[config.mk]
export PLATFORM = sky130hd
export DESIGN_NAME = mts_chain
export DESIGN_NICKNAME = d
export VERILOG_FILES = /design/src/mts_pkg.sv /design/src/mts_cell.sv /design/src/mts_chain.sv
export SDC_FILE = /design/constraint.sdc
export NUM_CORES = 2
export LEC_CHECK = 0
export BUFFER_PORTS_ARGS = -buffer_cell sky130_fd_sc_hd__clkbuf_2
export CORE_UTILIZATION = 40
export DETAILED_ROUTE_END_ITERATION = 8
export SYNTH_ARGS = -nofsm -noshare
export SYNTH_HDL_FRONTEND = slang
export SYNTH_SLANG_ARGS = --single-unit
[constraint.sdc]
create_clock -name clk -period 38.3 [get_ports clk]
set_clock_uncertainty 0.15 [all_clocks]
set_input_delay 1.915 -clock clk [delete_from_list [all_inputs] [get_ports clk]]
set_output_delay 1.915 -clock clk [all_outputs]
set_load 0.01 [all_outputs]
[src/mts_pkg.sv]
// Shared types and constants for the min-tracking stack.
`default_nettype none
package mts_pkg;

	// Built size of the stack and word width
	localparam int unsigned DEPTH  = 64;
	localparam int unsigned DATA_W = 32;
	localparam int unsigned CNT_W  = $clog2(DEPTH + 1);

	// Request opcodes
	localparam logic OP_PUSH = 1'b0;
	localparam logic OP_POP  = 1'b1;

	typedef logic [DATA_W-1:0] word_t;
	typedef logic [CNT_W-1:0]  cnt_t;

	// One request
	typedef struct packed {
		logic  req_type;
		word_t push_value;
	} req_t;

	// One result
	typedef struct packed {
		word_t top_value;
		word_t min_value;
		cnt_t  entry_count;
		logic  is_empty;
		logic  is_full;
		logic  rejected;
	} rsp_t;

	// Shift control for one row of cells
	typedef struct packed {
		logic push;
		logic pop;
	} stk_ctl_t;

endpackage
`default_nettype wire

[src/mts_cell.sv]
// One stack cell: takes its upper neighbor's word on push, its lower neighbor's on pop.
`default_nettype none
module mts_cell (
	input  wire logic          clk,
	input  wire mts_pkg::stk_ctl_t ctl,
	input  wire mts_pkg::word_t    up_data,
	input  wire mts_pkg::word_t    dn_data,
	output mts_pkg::word_t         data
);
	import mts_pkg::*;

	word_t data_q;

	// Payload only, no reset
	always_ff @(posedge clk) begin
		if (ctl.push) begin
			data_q <= up_data;
		end else if (ctl.pop) begin
			data_q <= dn_data;
		end
	end

	assign data = data_q;

endmodule
`default_nettype wire

[src/mts_chain.sv]
// Row of stack cells; cell 0 is always the top of the stack.
`default_nettype none
module mts_chain (
	input  wire logic              clk,
	input  wire mts_pkg::stk_ctl_t ctl,
	input  wire mts_pkg::word_t    push_data,
	output mts_pkg::word_t         top
);
	import mts_pkg::*;

	word_t cell_data [DEPTH];

	// Each cell reads its two neighbors; the ends see the new word and zero
	for (genvar i = 0; i < DEPTH; i++) begin : g_cell
		word_t up_w;
		word_t dn_w;

		if (i == 0) begin : g_first
			assign up_w = push_data;
		end else begin : g_mid_up
			assign up_w = cell_data[i-1];
		end

		if (i == DEPTH - 1) begin : g_last
			assign dn_w = '0;
		end else begin : g_mid_dn
			assign dn_w = cell_data[i+1];
		end

		mts_cell u_cell (
			.clk     (clk),
			.ctl     (ctl),
			.up_data (up_w),
			.dn_data (dn_w),
			.data    (cell_data[i])
		);
	end

	assign top = cell_data[0];

endmodule
`default_nettype wire

==> summary.md <==
| Metric | Value |
|---|---|
| Post-Syn Area | 86600 µm² |
| Post CTS Setup Buffer Count | 0 |
| Syn avg cell area | 20.0 µm² |
| Residual DRC | 0 |
| Max-slew headroom | ~17% |
| H-tree depth | 4 |
| Fin nets | 4448 |
| Initial antenna violation count | 4 |
| Period utilization | between 10% and 20% |
| Max-slew violations | 0 |
| FF-to-FF Start | g_cell[0].u_cell.data[9]$_DFFE_PP_ |
| Die X-Extent | approximately 470 µm |
| CTS tree | built |
| Worst EP arrival | 7.89 ns |
| WP data required | slightly below 40 ns |
| Hold_buf cts | 0 |
| Vias | 36200 |
| Critical path cell sequence | buf_12 > or2_4 > buf_12 > buf_4 > buf_4 > buf_4 > buf_4 |
| Non-filler instance count after layout | 7421 |
| Max Cap Viol | 0 |
| Crit end category | flop |
| IR drop worst, VDD | ~0.038 mV |
| Worst hold stages | 1 |
| Commonest non-fill, non-tap cell in the layout | edfxtp_1 |
| YS warnings | 0 |
| Overall routing resource usage | 10.4% |
| Hold Path Class | reg2reg |
| Most frequent cells in the layout | edfxtp_1, mux2_2, clkbuf_16 |
| Hold path endpoint | g_cell[43].u_cell.data[8]$_DFFE_PP_ |
| First DRT Iteration DRCs | about 3000 |
| Largest register FFs | 2048 |
| Worst-path maximum fanout | 179 |
| Total clock sinks | 2048 |
| RSZ-0062 raised after global routing | false |
| Syn_nets | 4360 |
| First-pass GRT wire length | approximately 190 mm |
| PostCTS Resize Cnt | 0 |
| DR pass1 iterations | 5 |
| Yosys cell types | 7 |
| Site Rows | 170 |
| Worst Reg2Reg Path Length in Cells | 1 |
| Vias/cell | 4.88 |
| Routed WL | 115 mm |
| Fin area | 95300 µm² |
| Initial Util | 40.3% |
| Largest area contributor in the netlist | edfxtp_1 |
| Final hold violations | 0 |
| Hold Crit Start | g_cell[42].u_cell.data[8]$_DFFE_PP_ |
| R2R setup slack | 37.07 ns |
| Grt total ovfl | 0 |
| WL/cell | 15.6 µm |
| Die area | 218000 µm² |
| Layout cell share with drive strength beyond 1 | a little over half |
| Seq/Total Area, Yosys | 71.0% |
| PwrDens | 59.6 nW/µm² |
| Buffers added on ports | 66 |
| Crit path launch type | input pin |
| Clock Root Buffer | clkbuf_16 |
| Chip height | 467 µm |
| CTS clk-pin slew, worst paths | 0.06 ns |
| CP max stage delay | 1.01 ns |
| Vias in the first global route | about 37000 |
| Skew-Pair Late Insertion Delay | 0.84 ns |
| Setup violators final | 0 |
| Clk buf depth | 3 |
| HPWL after DPL | 63.9 mm |
| Inst Count DP | 7044 |
| Synth top area share | between 70 and 80% |
| Area grow syn2layout | 10.0% |
| Slowest-stage cell, CP | buf_4 |
| Core area | ~210000 µm² |
| # IOs | 67 |
| Worst Max-Slew Pin Slew | ~1.2 ns |
| FF+latch count, synth | 2048 |
| Leading post-synthesis cells by cell area | edfxtp_1, mux2_2, buf_6 |
| Most common cell on crit path | buf_4 |
| ANT nets after route | 0 |
| Fmax | 0.132 GHz |
| Placed cell area | 88700 µm² |
| Leak | approximately 33 nW |
| FF-to-FF End | g_cell[1].u_cell.data[9]$_DFFE_PP_ |
| Mapped Cells | approximately 4300 |
| Status | finished, final reports clean |
| TNS Setup | 0 ns |
| CP Class | in2reg |
| CTS buffer count | 205 |
| Final min period | 7.59 ns |
| Routability cong. | 0.670 |
| Largest net degree at the start of global routing | roughly 220 |
[cell usage after synthesis]
cell      count
edfxtp_1   2048
mux2_2     2016
buf_6       176
buf_2        50
and2_1       32
clkbuf_1      2
or2_2         1
[power breakdown]
part           switching, mW  total, mW  internal, mW
Combinational          0.181      0.522         0.341
Sequential             0.195       3.19          3.00
Clock                  0.843       1.96          1.12
[routing by layer]
layer  global-route usage [%]  vias up  routed length [µm]
met5                        0        -                  12
li1                         -    17500                   -
met2                     14.8      372               49600
met3                     2.33      192                4340
met4                     3.29        2                2450
met1                     15.7    18200               59100
[worst max path at each step]
stage / startpoint / to / slack, ns / cells after the start
floorplan: ctl[1] / g_cell[0].u_cell.data[0]$_DFFE_PP_ / 9.98 / 5
global placement: ctl[1] / g_cell[1].u_cell.data[14]$_DFFE_PP_ / 29.97 / 7
detailed placement: ctl[1] / g_cell[1].u_cell.data[14]$_DFFE_PP_ / 29.76 / 7
CTS: ctl[1] / g_cell[10].u_cell.data[13]$_DFFE_PP_ / 30.72 / 7
global route: ctl[1] / g_cell[10].u_cell.data[12]$_DFFE_PP_ / 30.28 / 7
finish: ctl[1] / g_cell[10].u_cell.data[12]$_DFFE_PP_ / 30.71 / 7
[metrics by stage]
| stage | power (mW) | setup slack, ns | util [%] | hold WS (ns) |
|---|---|---|---|---|
| final | 5.68 | 30.71 | 44.4 | 0.376 |
| after global routing | 5.94 | 30.28 | 44.4 | 0.406 |
| after CTS | 5.77 | 30.72 | 44.4 | 0.385 |
| after detailed placement | 3.78 | 29.76 | 41.3 | 0.384 |
| after global placement | 3.73 | 29.97 | 41.3 | 0.380 |
| after floorplan | 3.73 | 9.98 | - | 0.375 |
[area by class of cell]
| class | instances | area [µm²] |
|---|---|---|
| clock inverters | 110 | 1220 |
| diodes | 1 | 2.50 |
| clock buffers | 266 | 5380 |
| well taps | 2838 | 3550 |
| repair buffers | 109 | 743 |
| flip-flops and latches | 2048 | 61500 |
| fillers | 18400 | 120000 |
| multi-input cells | 2049 | 22900 |
[cell families (layout without fill, tap and decap cells)]
family / count (synthesis) / in the layout / synth area share (%)
flip-flops: 2048 / 2048 / 71.0
other: 0 / 1 / 0
AND/OR/NAND/NOR: 33 / 33 / 0.238
multiplexers: 2016 / 2016 / 26.2
buffers and inverters: 228 / 485 / 2.58
[critical path, delay by kind of cell]
kind          cells  cell delay, ns
simple gates      1            0.79
buf+inv           6            4.76
No activity file was read; power rests on OpenSTA's default activity.
